## src/hw/rtl/lcf_pkg.sv

```systemverilog
// ----------------------------------------------------------------------------
// lcf_pkg: shared types and codes for the lattice constant fold ALU
// Lattice kinds, operation codes and the item record that flows down the
// divider pipeline.
// ----------------------------------------------------------------------------
`default_nettype none

package lcf_pkg;

  localparam int DivSteps = 32;

  typedef enum logic [1:0] {
    K_UNKNOWN = 2'd0,
    K_CONST   = 2'd1,
    K_OVER    = 2'd2,
    K_RSVD    = 2'd3
  } kind_t;

  typedef enum logic [4:0] {
    OP_NEG    = 5'd0,
    OP_BNOT   = 5'd1,
    OP_NOT    = 5'd2,
    OP_ADD    = 5'd3,
    OP_SUB    = 5'd4,
    OP_MUL    = 5'd5,
    OP_SDIV   = 5'd6,
    OP_UDIV   = 5'd7,
    OP_SREM   = 5'd8,
    OP_UREM   = 5'd9,
    OP_AND    = 5'd10,
    OP_XOR    = 5'd11,
    OP_OR     = 5'd12,
    OP_SHL    = 5'd13,
    OP_SRA    = 5'd14,
    OP_SRL    = 5'd15,
    OP_EQ     = 5'd16,
    OP_NE     = 5'd17,
    OP_SLT    = 5'd18,
    OP_ULT    = 5'd19,
    OP_SGT    = 5'd20,
    OP_UGT    = 5'd21,
    OP_SLE    = 5'd22,
    OP_ULE    = 5'd23,
    OP_SGE    = 5'd24,
    OP_UGE    = 5'd25,
    OP_ICAST  = 5'd26,
    OP_PCAST  = 5'd27,
    OP_JOIN   = 5'd28,
    OP_RSV29  = 5'd29,
    OP_RSV30  = 5'd30,
    OP_RSV31  = 5'd31
  } op_t;

  typedef struct packed {
    kind_t       kind;
    logic [31:0] bits;
    logic        use_div;
    logic        sel_rem;
    logic        negate;
    logic [31:0] rem;
    logic [31:0] quo;
    logic [31:0] den;
  } lcf_item_t;

  function automatic kind_t norm_kind(input logic [1:0] k);
    norm_kind = (k[1]) ? K_OVER : kind_t'(k);
  endfunction

endpackage

`default_nettype wire

```

## src/hw/rtl/lcf_div_step.sv

```systemverilog
// ----------------------------------------------------------------------------
// lcf_div_step: one restoring division step
// Retires one quotient bit per stage; the item record rides along.
// ----------------------------------------------------------------------------
`default_nettype none

module lcf_div_step import lcf_pkg::*; (
  input  wire logic  clk,
  input  wire logic  rst,
  input  wire logic  en,
  input  wire logic  v_in,
  input  lcf_item_t  item_in,
  output logic       v_out,
  output lcf_item_t  item_out
);

  logic [32:0] shifted;
  logic [32:0] diff;
  logic        take;
  lcf_item_t   item_next;

  assign shifted = {item_in.rem, item_in.quo[31]};
  assign diff    = shifted - {1'b0, item_in.den};
  assign take    = !diff[32];

  always_comb begin
    item_next     = item_in;
    item_next.rem = take ? diff[31:0] : shifted[31:0];
    item_next.quo = {item_in.quo[30:0], take};
  end

  always_ff @(posedge clk) begin
    if (rst) begin
      v_out <= 1'b0;
    end else if (en) begin
      v_out <= v_in;
    end
    if (en) begin
      item_out <= item_next;
    end
  end

endmodule

`default_nettype wire

```

## config.mk

```make
export PLATFORM = sky130hd
export DESIGN_NAME = lcf_div_step
export DESIGN_NICKNAME = d
export VERILOG_FILES = /design/src/hw/rtl/lcf_pkg.sv /design/src/hw/rtl/lcf_div_step.sv
export SDC_FILE = /design/constraint.sdc
export NUM_CORES = 1
export LEC_CHECK = 0
export BUFFER_PORTS_ARGS = -buffer_cell sky130_fd_sc_hd__buf_2
export CAP_MARGIN = 20
export CORE_MARGIN = 3
export CORE_UTILIZATION = 44
export CTS_CLUSTER_SIZE = 8
export DETAILED_ROUTE_END_ITERATION = 8
export GPL_ROUTABILITY_DRIVEN = 0
export PLACE_DENSITY = 0.78
export SYNTH_ARGS = -nofsm -noshare
export SYNTH_HDL_FRONTEND = slang
export SYNTH_SLANG_ARGS = --single-unit
```

## constraint.sdc

```tcl
create_clock -name clk -period 3 [get_ports clk]
set_clock_uncertainty 0.15 [all_clocks]
set_input_delay 0.3 -clock clk [delete_from_list [all_inputs] [get_ports clk]]
set_output_delay 0.3 -clock clk [all_outputs]
set_load 0.02 [all_outputs]
```

==> out/qor.yml <==
die_h_um: 127.7
layout_setup_ws_ns: 0.1030
dpl.hpwl_mm: 14.82
dieArea_sq_um: 16320
grt_remaining_overflow: 0
rr_endpoint: "v_out"
tightest_slew_ns: 0.6646
max_slew_margin_pct: 55.69
antenna_left: 0
numPlacedInstances: 965
ys_async_sr_fraction_pct: 0
drt-initial-drc-count: 390
cts_tree: "done"
post_dp_cell_area_sq_um: 8431
synth_seq_cells: 134
status: "finished clean"
initial_utilization_pct: 45.91
stdcell_count: 1098
netlist-cell-type-count: 50
synth_flop_cell: "edfxtp_1"
layout.nets: 1074
cts-buffers-inserted: 17
seqCellArea_sq_um: 4014
postSynthNetCount: 650
setup.worst_path.end: "item_out[88]"
drc: 0
path_max_fanout: 12
r2r_cells: 2
io_pins: 271
syn_area_sq_um: 6521
max_cap_violations: 0
multi_input_area_sq_um: 2316
clock_latency_ns: 0.40
drt_first_pass_iters: 5
portBuffers: 270
drive_above_1_share_pct: 42.20
p_per_area_nw_per_um2: 586.3
syn-instance-count: 480
startpoint: "item_in[24]"
p_leak_nw: 4.615
grt_start_max_net_pins: 69
routed_wl_mm: 21.20
fin_crit_sh_pct: 96.57
r2r_start: "v_out"
design_area_sq_um: 10060
ys_seq_area_share_pct: 61.55
grt_pass1_wl_mm: 31.75
vias_per_cell: 5.165
hold_viol_final: 0
place_ws_ns: -0.2930
antenna_found_initial: 2
regToRegSetupSlack_ns: 2.20
finalCriticalPeriod_ns: 2.897
cts-root-buf: "clkbuf_16"
final-max-slew-violation-count: 0
ir_drop_mv: 0.4385
max_freq_mhz: 345.2
start_kind: "input pin"
core_area_sq_um: 14200
worst-setup-path-type: "in2reg"
nFillCells: 996
rows: 43
dr_total_vias: 5671
cts.sinks: 134
syn_area_per_cell_sq_um: 13.59
final_util_pct: 70.81
cp.required_ns: 3.01
finalSetupViolations: 0
gr-usage-all-layers_pct: 25.36
htreeDepth: 4
die_w_um: 127.7
min_path_type: "in2reg"
clock_path_buffers: 2
synth_edf_count: 133
synth_warnings: 0
grt_pass1_vias: 6012
wl_per_cell_um: 19.31
critPathArrivalTime_ns: 2.91
timing.hold.ws_ns: 0.05413
cp-end-kind: "register"
areaGrowthSynthToFinish_pct: 54.22
clk_pin_slew_ns: 0.06
how the worst min path moves through the flow:
stage,start,to,slack [ns],cells past startpoint
after floorplan,rst,v_out,0.22,1
after global placement,rst,v_out,0.31,2
after detailed placement,item_in[103],item_out[103],0.33,1
after CTS,item_in[0],item_out[0],0.04,2
after global routing,item_in[0],item_out[0],0.03,2
final,item_in[0],item_out[0],0.05,2
worst max-delay path, stage by stage:
cell,delay [ns]
dlygate4sd3_1,0.53
buf_2,0.11
inv_1,0.04
ha_1,0.22
a21o_1,0.18
a21o_1,0.19
a21o_1,0.19
or3_1,0.31
mux2i_1,0.23
nor2_4,0.11
buf_12,0.18
mux2_4,0.31
cell families after synthesis:
group                      Yosys count  share of synthesized area (%)
xor gates and xnor gates            23                          3.089
and+or+nand+nor                    100                          7.905
muxes                               34                          7.195
buffers and inverters               49                          3.319
adders and majority gates           33                          6.447
AOI/OAI and AO/OA                  107                          10.50
DFF                                134                          61.55
report_power, final:
part           switching [mW]  internal (mW)  leakage [nW]
Clock                   0.810           1.32         0.295
Sequential             0.0558           2.28          1.31
Combinational           0.778          0.654          3.01
Total                    1.64           4.25          4.61
cells in the final DEF (no fill, tap or decap), types with 4 or more instances in the layout:
| cell | n |
|---|---|
| nor2_1 | 18 |
| a21o_1 | 18 |
| mux2i_1 | 6 |
| nor2b_1 | 5 |
| inv_1 | 38 |
| xor2_1 | 10 |
| xnor2_1 | 13 |
| edfxtp_1 | 133 |
| buf_2 | 269 |
| buf_12 | 4 |
| nor3_1 | 4 |
| nand2b_1 | 8 |
| and3_1 | 4 |
| a21oi_1 | 35 |
| o21bai_1 | 5 |
| dlygate4sd3_1 | 100 |
| o21a_1 | 5 |
| nand3_1 | 10 |
| nand2_1 | 27 |
| clkbuf_16 | 17 |
| clkinv_4 | 4 |
| o211ai_1 | 6 |
| a21oi_2 | 4 |
| o21ai_0 | 17 |
| mux2_4 | 25 |
| buf_4 | 42 |
| nand4_1 | 6 |
| ha_1 | 32 |
cell usage after synthesis, types with 6 or more instances:
cell	n	area, sq um
nand3_1	10	50.05
edfxtp_1	133	3994
xor2_1	10	87.58
a21o_1	18	135.1
ha_1	32	400.4
nand2_1	27	101.4
mux2_4	25	375.4
xnor2_1	13	113.9
o211ai_1	6	45.04
a21oi_1	38	190.2
nand2b_1	8	50.05
o21ai_0	17	85.08
mux2i_1	6	60.06
nand4_1	6	37.54
inv_1	38	142.6
nor2_1	19	71.32
timing repair:
action / in CTS / in global routing
gates resized for setup: 0 / 5
hold endpoints to repair: 100 / 0
buffers inserted: 0 / 0
setup endpoints to repair: 0 / 27
hold buffers: 100 / 0
stage by stage:
step / power (mW) / TNS (ns)
after floorplan: 3.143 / 0
after global placement: 3.638 / -6.527
after detailed placement: 3.674 / -7.570
after CTS: 5.897 / 0
after global routing: 6.110 / -0.02943
final: 5.896 / 0
layer usage:
metal / vias to the layer above / part of all wire (%) / global-route usage (%) / routed length (um)
met4: 2 / 4.9 / 13.42 / 1034
li1: 2656 / - / - / -
met2: 277 / 50 / 44.67 / 10690
met3: 68 / 7.2 / 7.417 / 1537
met5: - / 0.061 / 0 / 13
met1: 2668 / 37 / 27.46 / 7923
registers in the layout (all words and copies together) (netlist names):
signal	flops
item_out	133
v_out	1
layout make-up:
type / count / area share, %
diodes: 1 / 0.02488
multi-input cells: 297 / 23.03
repair buffers: 416 / 27.38
clock buffers: 18 / 4.267
inverters: 38 / 1.418
clock inverters: 14 / 1.729
flip-flops and latches: 134 / 39.91
well taps: 180 / 2.239
Power figures use the tool's default switching activity.
