<file path="src/hw/rtl/lcf_pkg.sv">
// ----------------------------------------------------------------------------
// lcf_pkg: shared types and codes for the lattice constant fold ALU
// Lattice kinds, operation codes and the item record that flows down the
// divider pipeline.
// ----------------------------------------------------------------------------
`default_nettype none

package lcf_pkg;

  localparam int DivSteps = 32;

  typedef enum logic [1:0] {
    K_UNKNOWN = 2'd0,
    K_CONST   = 2'd1,
    K_OVER    = 2'd2,
    K_RSVD    = 2'd3
  } kind_t;

  typedef enum logic [4:0] {
    OP_NEG    = 5'd0,
    OP_BNOT   = 5'd1,
    OP_NOT    = 5'd2,
    OP_ADD    = 5'd3,
    OP_SUB    = 5'd4,
    OP_MUL    = 5'd5,
    OP_SDIV   = 5'd6,
    OP_UDIV   = 5'd7,
    OP_SREM   = 5'd8,
    OP_UREM   = 5'd9,
    OP_AND    = 5'd10,
    OP_XOR    = 5'd11,
    OP_OR     = 5'd12,
    OP_SHL    = 5'd13,
    OP_SRA    = 5'd14,
    OP_SRL    = 5'd15,
    OP_EQ     = 5'd16,
    OP_NE     = 5'd17,
    OP_SLT    = 5'd18,
    OP_ULT    = 5'd19,
    OP_SGT    = 5'd20,
    OP_UGT    = 5'd21,
    OP_SLE    = 5'd22,
    OP_ULE    = 5'd23,
    OP_SGE    = 5'd24,
    OP_UGE    = 5'd25,
    OP_ICAST  = 5'd26,
    OP_PCAST  = 5'd27,
    OP_JOIN   = 5'd28,
    OP_RSV29  = 5'd29,
    OP_RSV30  = 5'd30,
    OP_RSV31  = 5'd31
  } op_t;

  typedef struct packed {
    kind_t       kind;
    logic [31:0] bits;
    logic        use_div;
    logic        sel_rem;
    logic        negate;
    logic [31:0] rem;
    logic [31:0] quo;
    logic [31:0] den;
  } lcf_item_t;

  function automatic kind_t norm_kind(input logic [1:0] k);
    norm_kind = (k[1]) ? K_OVER : kind_t'(k);
  endfunction

endpackage

`default_nettype wire

</file>
<file path="src/hw/rtl/lcf_front.sv">
// ----------------------------------------------------------------------------
// lcf_front: decode and folding stage
// Resolves lattice precedence, folds every operation except divide, remainder
// and OP_PCAST (made overdefined), and prepares operand magnitudes for the divider pipeline.
// ----------------------------------------------------------------------------
`default_nettype none

module lcf_front import lcf_pkg::*; (
  input  wire logic        clk,
  input  wire logic        rst,
  input  wire logic        en,
  input  wire logic        v_in,
  input  wire logic [4:0]  cmd,
  input  wire logic [1:0]  lhs_kind,
  input  wire logic [31:0] lhs_bits,
  input  wire logic [1:0]  rhs_kind,
  input  wire logic [31:0] rhs_bits,
  output logic             v_out,
  output lcf_item_t        item_out
);

  op_t         op;
  kind_t       lk;
  kind_t       rk;
  logic [31:0] l;
  logic [31:0] r;
  logic [31:0] mul;
  logic        slt;
  logic        sgt;
  logic        sdiv_bad;
  logic        sh_bad;
  logic [31:0] l_abs;
  logic [31:0] r_abs;
  logic [31:0] fold;
  logic        fault;
  lcf_item_t   item_next;

  assign op  = op_t'(cmd);
  assign lk  = norm_kind(lhs_kind);
  assign rk  = norm_kind(rhs_kind);
  assign l   = lhs_bits;
  assign r   = rhs_bits;
  assign mul = l * r;
  assign slt = $signed(l) < $signed(r);
  assign sgt = $signed(l) > $signed(r);
  assign sdiv_bad = (r == 32'd0) || (l == 32'h8000_0000 && r == 32'hFFFF_FFFF);
  assign sh_bad   = (r > 32'd31);
  assign l_abs = l[31] ? (32'd0 - l) : l;
  assign r_abs = r[31] ? (32'd0 - r) : r;

  always_comb begin
    fold  = 32'd0;
    fault = 1'b0;
    unique case (op)
      OP_ADD:  fold = l + r;
      OP_SUB:  fold = l - r;
      OP_MUL:  fold = mul;
      OP_SDIV, OP_SREM: fault = sdiv_bad;
      OP_UDIV, OP_UREM: fault = (r == 32'd0);
      OP_AND:  fold = l & r;
      OP_XOR:  fold = l ^ r;
      OP_OR:   fold = l | r;
      OP_SHL: begin
        fold  = l << r[4:0];
        fault = sh_bad;
      end
      OP_SRA: begin
        fold  = 32'($signed(l) >>> r[4:0]);
        fault = sh_bad;
      end
      OP_SRL: begin
        fold  = l >> r[4:0];
        fault = sh_bad;
      end
      OP_EQ:  fold = {31'd0, l == r};
      OP_NE:  fold = {31'd0, l != r};
      OP_SLT: fold = {31'd0, slt};
      OP_ULT: fold = {31'd0, l < r};
      OP_SGT: fold = {31'd0, sgt};
      OP_UGT: fold = {31'd0, l > r};
      OP_SLE: fold = {31'd0, !sgt};
      OP_ULE: fold = {31'd0, l <= r};
      OP_SGE: fold = {31'd0, !slt};
      OP_UGE: fold = {31'd0, l >= r};
      default: fold = 32'd0;
    endcase
  end

  always_comb begin
    item_next         = '0;
    item_next.kind    = K_OVER;
    item_next.quo     = (op == OP_SDIV || op == OP_SREM) ? l_abs : l;
    item_next.den     = (op == OP_SDIV || op == OP_SREM) ? r_abs : r;
    item_next.sel_rem = (op == OP_SREM || op == OP_UREM);
    item_next.negate  = (op == OP_SDIV) ? (l[31] ^ r[31]) :
                        (op == OP_SREM) ? l[31] : 1'b0;
    if (cmd <= 5'd2 || op == OP_ICAST) begin
      if (lk == K_OVER) begin
        item_next.kind = K_OVER;
      end else if (lk == K_UNKNOWN) begin
        item_next.kind = K_UNKNOWN;
      end else begin
        item_next.kind = K_CONST;
        item_next.bits = (op == OP_NEG)  ? (32'd0 - l) :
                         (op == OP_BNOT) ? {31'd0, l == 32'd0} :
                         (op == OP_NOT)  ? ~l : l;
      end
    end else if (cmd <= 5'd25) begin
      if (lk == K_OVER || rk == K_OVER) begin
        item_next.kind = K_OVER;
      end else if (lk == K_UNKNOWN || rk == K_UNKNOWN) begin
        item_next.kind = K_UNKNOWN;
      end else if (fault) begin
        item_next.kind = K_OVER;
      end else begin
        item_next.kind    = K_CONST;
        item_next.bits    = fold;
        item_next.use_div = (op == OP_SDIV || op == OP_UDIV ||
                             op == OP_SREM || op == OP_UREM);
      end
    end else if (op == OP_JOIN) begin
      if (lk == K_OVER || rk == K_OVER) begin
        item_next.kind = K_OVER;
      end else if (lk == K_UNKNOWN) begin
        item_next.kind = rk;
        item_next.bits = r;
      end else if (rk == K_UNKNOWN) begin
        item_next.kind = lk;
        item_next.bits = l;
      end else if (l == r) begin
        item_next.kind = K_CONST;
        item_next.bits = l;
      end else begin
        item_next.kind = K_OVER;
      end
    end
  end

  always_ff @(posedge clk) begin
    if (rst) begin
      v_out <= 1'b0;
    end else if (en) begin
      v_out <= v_in;
    end
    if (en) begin
      item_out <= item_next;
    end
  end

endmodule

`default_nettype wire

</file>
<file path="config.mk">
export PLATFORM = sky130hd
export DESIGN_NAME = lcf_front
export DESIGN_NICKNAME = d
export VERILOG_FILES = /design/src/hw/rtl/lcf_pkg.sv /design/src/hw/rtl/lcf_front.sv
export SDC_FILE = /design/constraint.sdc
export NUM_CORES = 2
export LEC_CHECK = 0
export ABC_AREA = 1
export ABC_CLOCK_PERIOD_IN_PS = 11400
export BUFFER_PORTS_ARGS = -buffer_cell sky130_fd_sc_hd__buf_2
export CORE_ASPECT_RATIO = 0.9
export CORE_MARGIN = 1
export CORE_UTILIZATION = 45
export DETAILED_ROUTE_END_ITERATION = 7
export SLEW_MARGIN = 20
export SYNTH_ARGS = -nofsm -noshare
export SYNTH_HDL_FRONTEND = slang
export SYNTH_SLANG_ARGS = --single-unit
export TNS_END_PERCENT = 10
</file>
<file path="constraint.sdc">
create_clock -name clk -period 11.4 [get_ports clk]
set_input_delay 1.71 -clock clk [delete_from_list [all_inputs] [get_ports clk]]
set_output_delay 1.71 -clock clk [all_outputs]
set_load 0.01 [all_outputs]
</file>
==> run summary <==
outcome = complete, but fails checks
failing checks = DRC
root buffer cell = clkbuf_16
peak supply drop = 1230 uV
met2 global-route usage = 0.605
routed wire length = 160000 um
arrival time of data at the critical path endpoint = 9.93 ns
Util after Layout = 0.480
hold crit path type = reg -> reg
signed area change from the synthesized netlist to the final layout = 5.26%
cts-stage hold buffer count = 0
number of violations of the max-capacitance limit = 0
first-pass GRT wire length = 228000 um
CTS sink count = 102
Clk Latency, worst-skew pair = 0.37 ns
grt total ovfl = 0
Clk pin slew, worst setup/hold paths = 0.10 ns
GRT met3 Usage = 0.102
commonest non-fill, non-tap cells in the layout = nand2_1 (1223), inv_1 (1034), fa_1 (410), o21ai_0 (273), nor2_1 (268)
vias per inst = 5.86
cell-internal power = 0.00499 W
port bufs = 178
clock tree from TritonCTS = built
synthesized netlist cell count = 4825
Yosys warnings = 0
Total Routing Usage GR = 0.431
Final HPWL DP = 130000 um
Avg WL per Cell = 27.6 um
FF+latch count, synth = 102
share of cells above drive strength 1 = 0.0720
DIE AREA = 73700 um2
part of the cycle the worst path needs = 0.862
top cell type by total area after synthesis = fa_1
hold_ws = 0.504 ns
switching power as a share of total power = 0.620
post-route DRC violation count = 4
Final Net Count = 5537
Net Switching = 0.00815 W
number of buffers created by CTS = 9
effective utilization at floorplan = 0.456
post-synthesis async set-or-reset flop share = 0
buffers inserted during post-CTS setup optimization = 0
type of element capturing the critical path = register
Sequential Power Share = 0.035
most common cell after layout, fill and taps aside = nand2_1
post-cts resize count = 0
Crit path required time = 11.51 ns
top post-synthesis cells by area = fa_1 (25%), nand2_1 (14%), inv_1 (12%)
headroom to the max-slew limit = 0.304
number of placement rows = 93
Starting DRT DRC Count = 4785
synthesized area per cell = 6.77 um2
residual antenna-violating net count after detailed routing = 0
top-level port count = 211
distinct cell type count of the synthesized netlist = 71
# setup viols final = 0
part of the total power dissipated in combinational logic = 0.938
measured slew at the worst slew-check pin = 1.04 ns
post-synthesis instance area = 32700 um2
leakage power of the design = 19.1 nW
Initial DRT Pass Iterations = 8
number of hold-slack violations in the final timing report = 0
CP Class = in -> reg
part of the Yosys area used for sequential elements = 0.0935
number of slew-limit violations in the final report = 0
Vert. Die Dim = 258 um
final clock skew = 0 ns
total of fill cells in the finished design = 7569
maximum clock path buffer count = 2
Achievable Freq = 0.102 GHz
number of enable-type register cells in the synthesized netlist = 101
count of H-tree levels built during CTS = 3
relative contribution of the clock network to total power = 0.028
ratio of total power to cell area = 382 nW/um2
largest fanout on the critical path = 14
accumulated negative setup slack = 0 ns
area fraction of the dominant cell type after synthesis = 0.251
most utilized layer in the global route result = met1
GR Util met1 = 0.625
number of vias after detailed routing = 33900
gp weighted congestion = 1.11
Die Span X = 286 um
unrepaired setup endpoints after global routing = no
largest net degree at the start of global routing = 69
Period minus WS final = 9.82 ns
core region area = 71700 um2
number of antenna violations at the first check in global routing = 6
most used flip-flop cell after synthesis = edfxtp_1
kind of start point of the critical path = input pin
vias in the first global route = 32100
==> worst max-delay path, stage by stage <==
cell,delay [ns]
buf_2,0.34
buf_4,0.36
ha_1,0.33
inv_1,0.25
fa_1,0.42
inv_1,0.07
fa_1,0.43
fa_1,0.51
inv_1,0.05
fa_1,0.47
inv_1,0.05
fa_1,0.48
fa_1,0.57
fa_1,0.43
fa_1,0.46
ha_1,0.37
a21oi_1,0.24
o21ai_0,0.14
a21oi_1,0.29
nand3_1,0.23
a21o_1,0.22
o21ai_0,0.60
nand3_1,0.20
o21ai_1,0.50
nand3_1,0.16
==> state kept, by name (all words and copies together), names as in the netlist <==
register and flops:
item_out 101, v_out 1
==> cells in the mapped netlist (45+ instances only) <==
| cell | instances |
|---|---|
| nand2_1 | 1223 |
| inv_1 | 1036 |
| fa_1 | 410 |
| o21ai_0 | 273 |
| nor2_1 | 271 |
| a21oi_1 | 227 |
| ha_1 | 224 |
| nand3_1 | 214 |
| clkbuf_1 | 130 |
| edfxtp_1 | 101 |
| xor2_1 | 85 |
| buf_2 | 70 |
| nor3_1 | 51 |
| o221ai_1 | 45 |
==> metal layers <==
layer	vias to the layer above	share of wire	routed length (um)
met3	358	0.12	19200
li1	14900	-	-
met2	2172	0.40	63900
met1	16400	0.43	68200
met4	12	0.053	8510
met5	-	0.00060	96
==> final cells by class <==
cell class,count,area (um2),share of cell area
Multi-Input combinational cell,3412,24400,0.710
Inverter,1051,3960,0.115
Sequential cell,102,3050,0.0888
Timing Repair Buffer,250,1450,0.0421
Tap cell,950,1190,0.0346
Clock buffer,9,225,0.00655
Clock inverter,7,100,0.00291
Antenna cell,4,10.0,0.000291
==> cells by family after synthesis <==
group | synth area share
simple gates | 0.242
buf+inv | 0.164
compound gates | 0.135
fa+ha+maj | 0.337
flops | 0.0935
xor+xnor | 0.0255
mux | 0.00429
other cells | 0.000115
==> per-stage QoR <==
step	instance area (um2)	instances	total power [W]	setup WS [ns]
2_1_floorplan	32800	4856	0.00893	2.58
3_3_place_gp	34000	5765	0.0124	1.27
3_5_place_dp	34000	5765	0.0124	1.28
4_1_cts	34400	5781	0.0129	1.68
5_1_grt	34400	5781	0.0146	1.37
6_report	34400	5785	0.0131	1.58
==> path summary, 6_finish.rpt <==
path	from	endpoint	slack, ns	depth (start not counted)
worst min register to register	v_out	v_out	0.50	2
worst min-delay path	v_out	v_out	0.50	2
worst max register to register	v_out	v_out	10.82	2
worst max-delay path	rhs_bits[9]	item_out[123]	1.58	25
==> power by group through the flow <==
stage	Sequential (W)	Clock, W	Combinational, W
after global routing	0.000461	0.000370	0.0138
after global placement	0.000467	0	0.0119
after CTS	0.000459	0.000364	0.0120
final	0.000460	0.000361	0.0123
after floorplan	0.000478	0	0.00845
after detailed placement	0.000467	0	0.0120
Power figures use the tool's default switching activity.
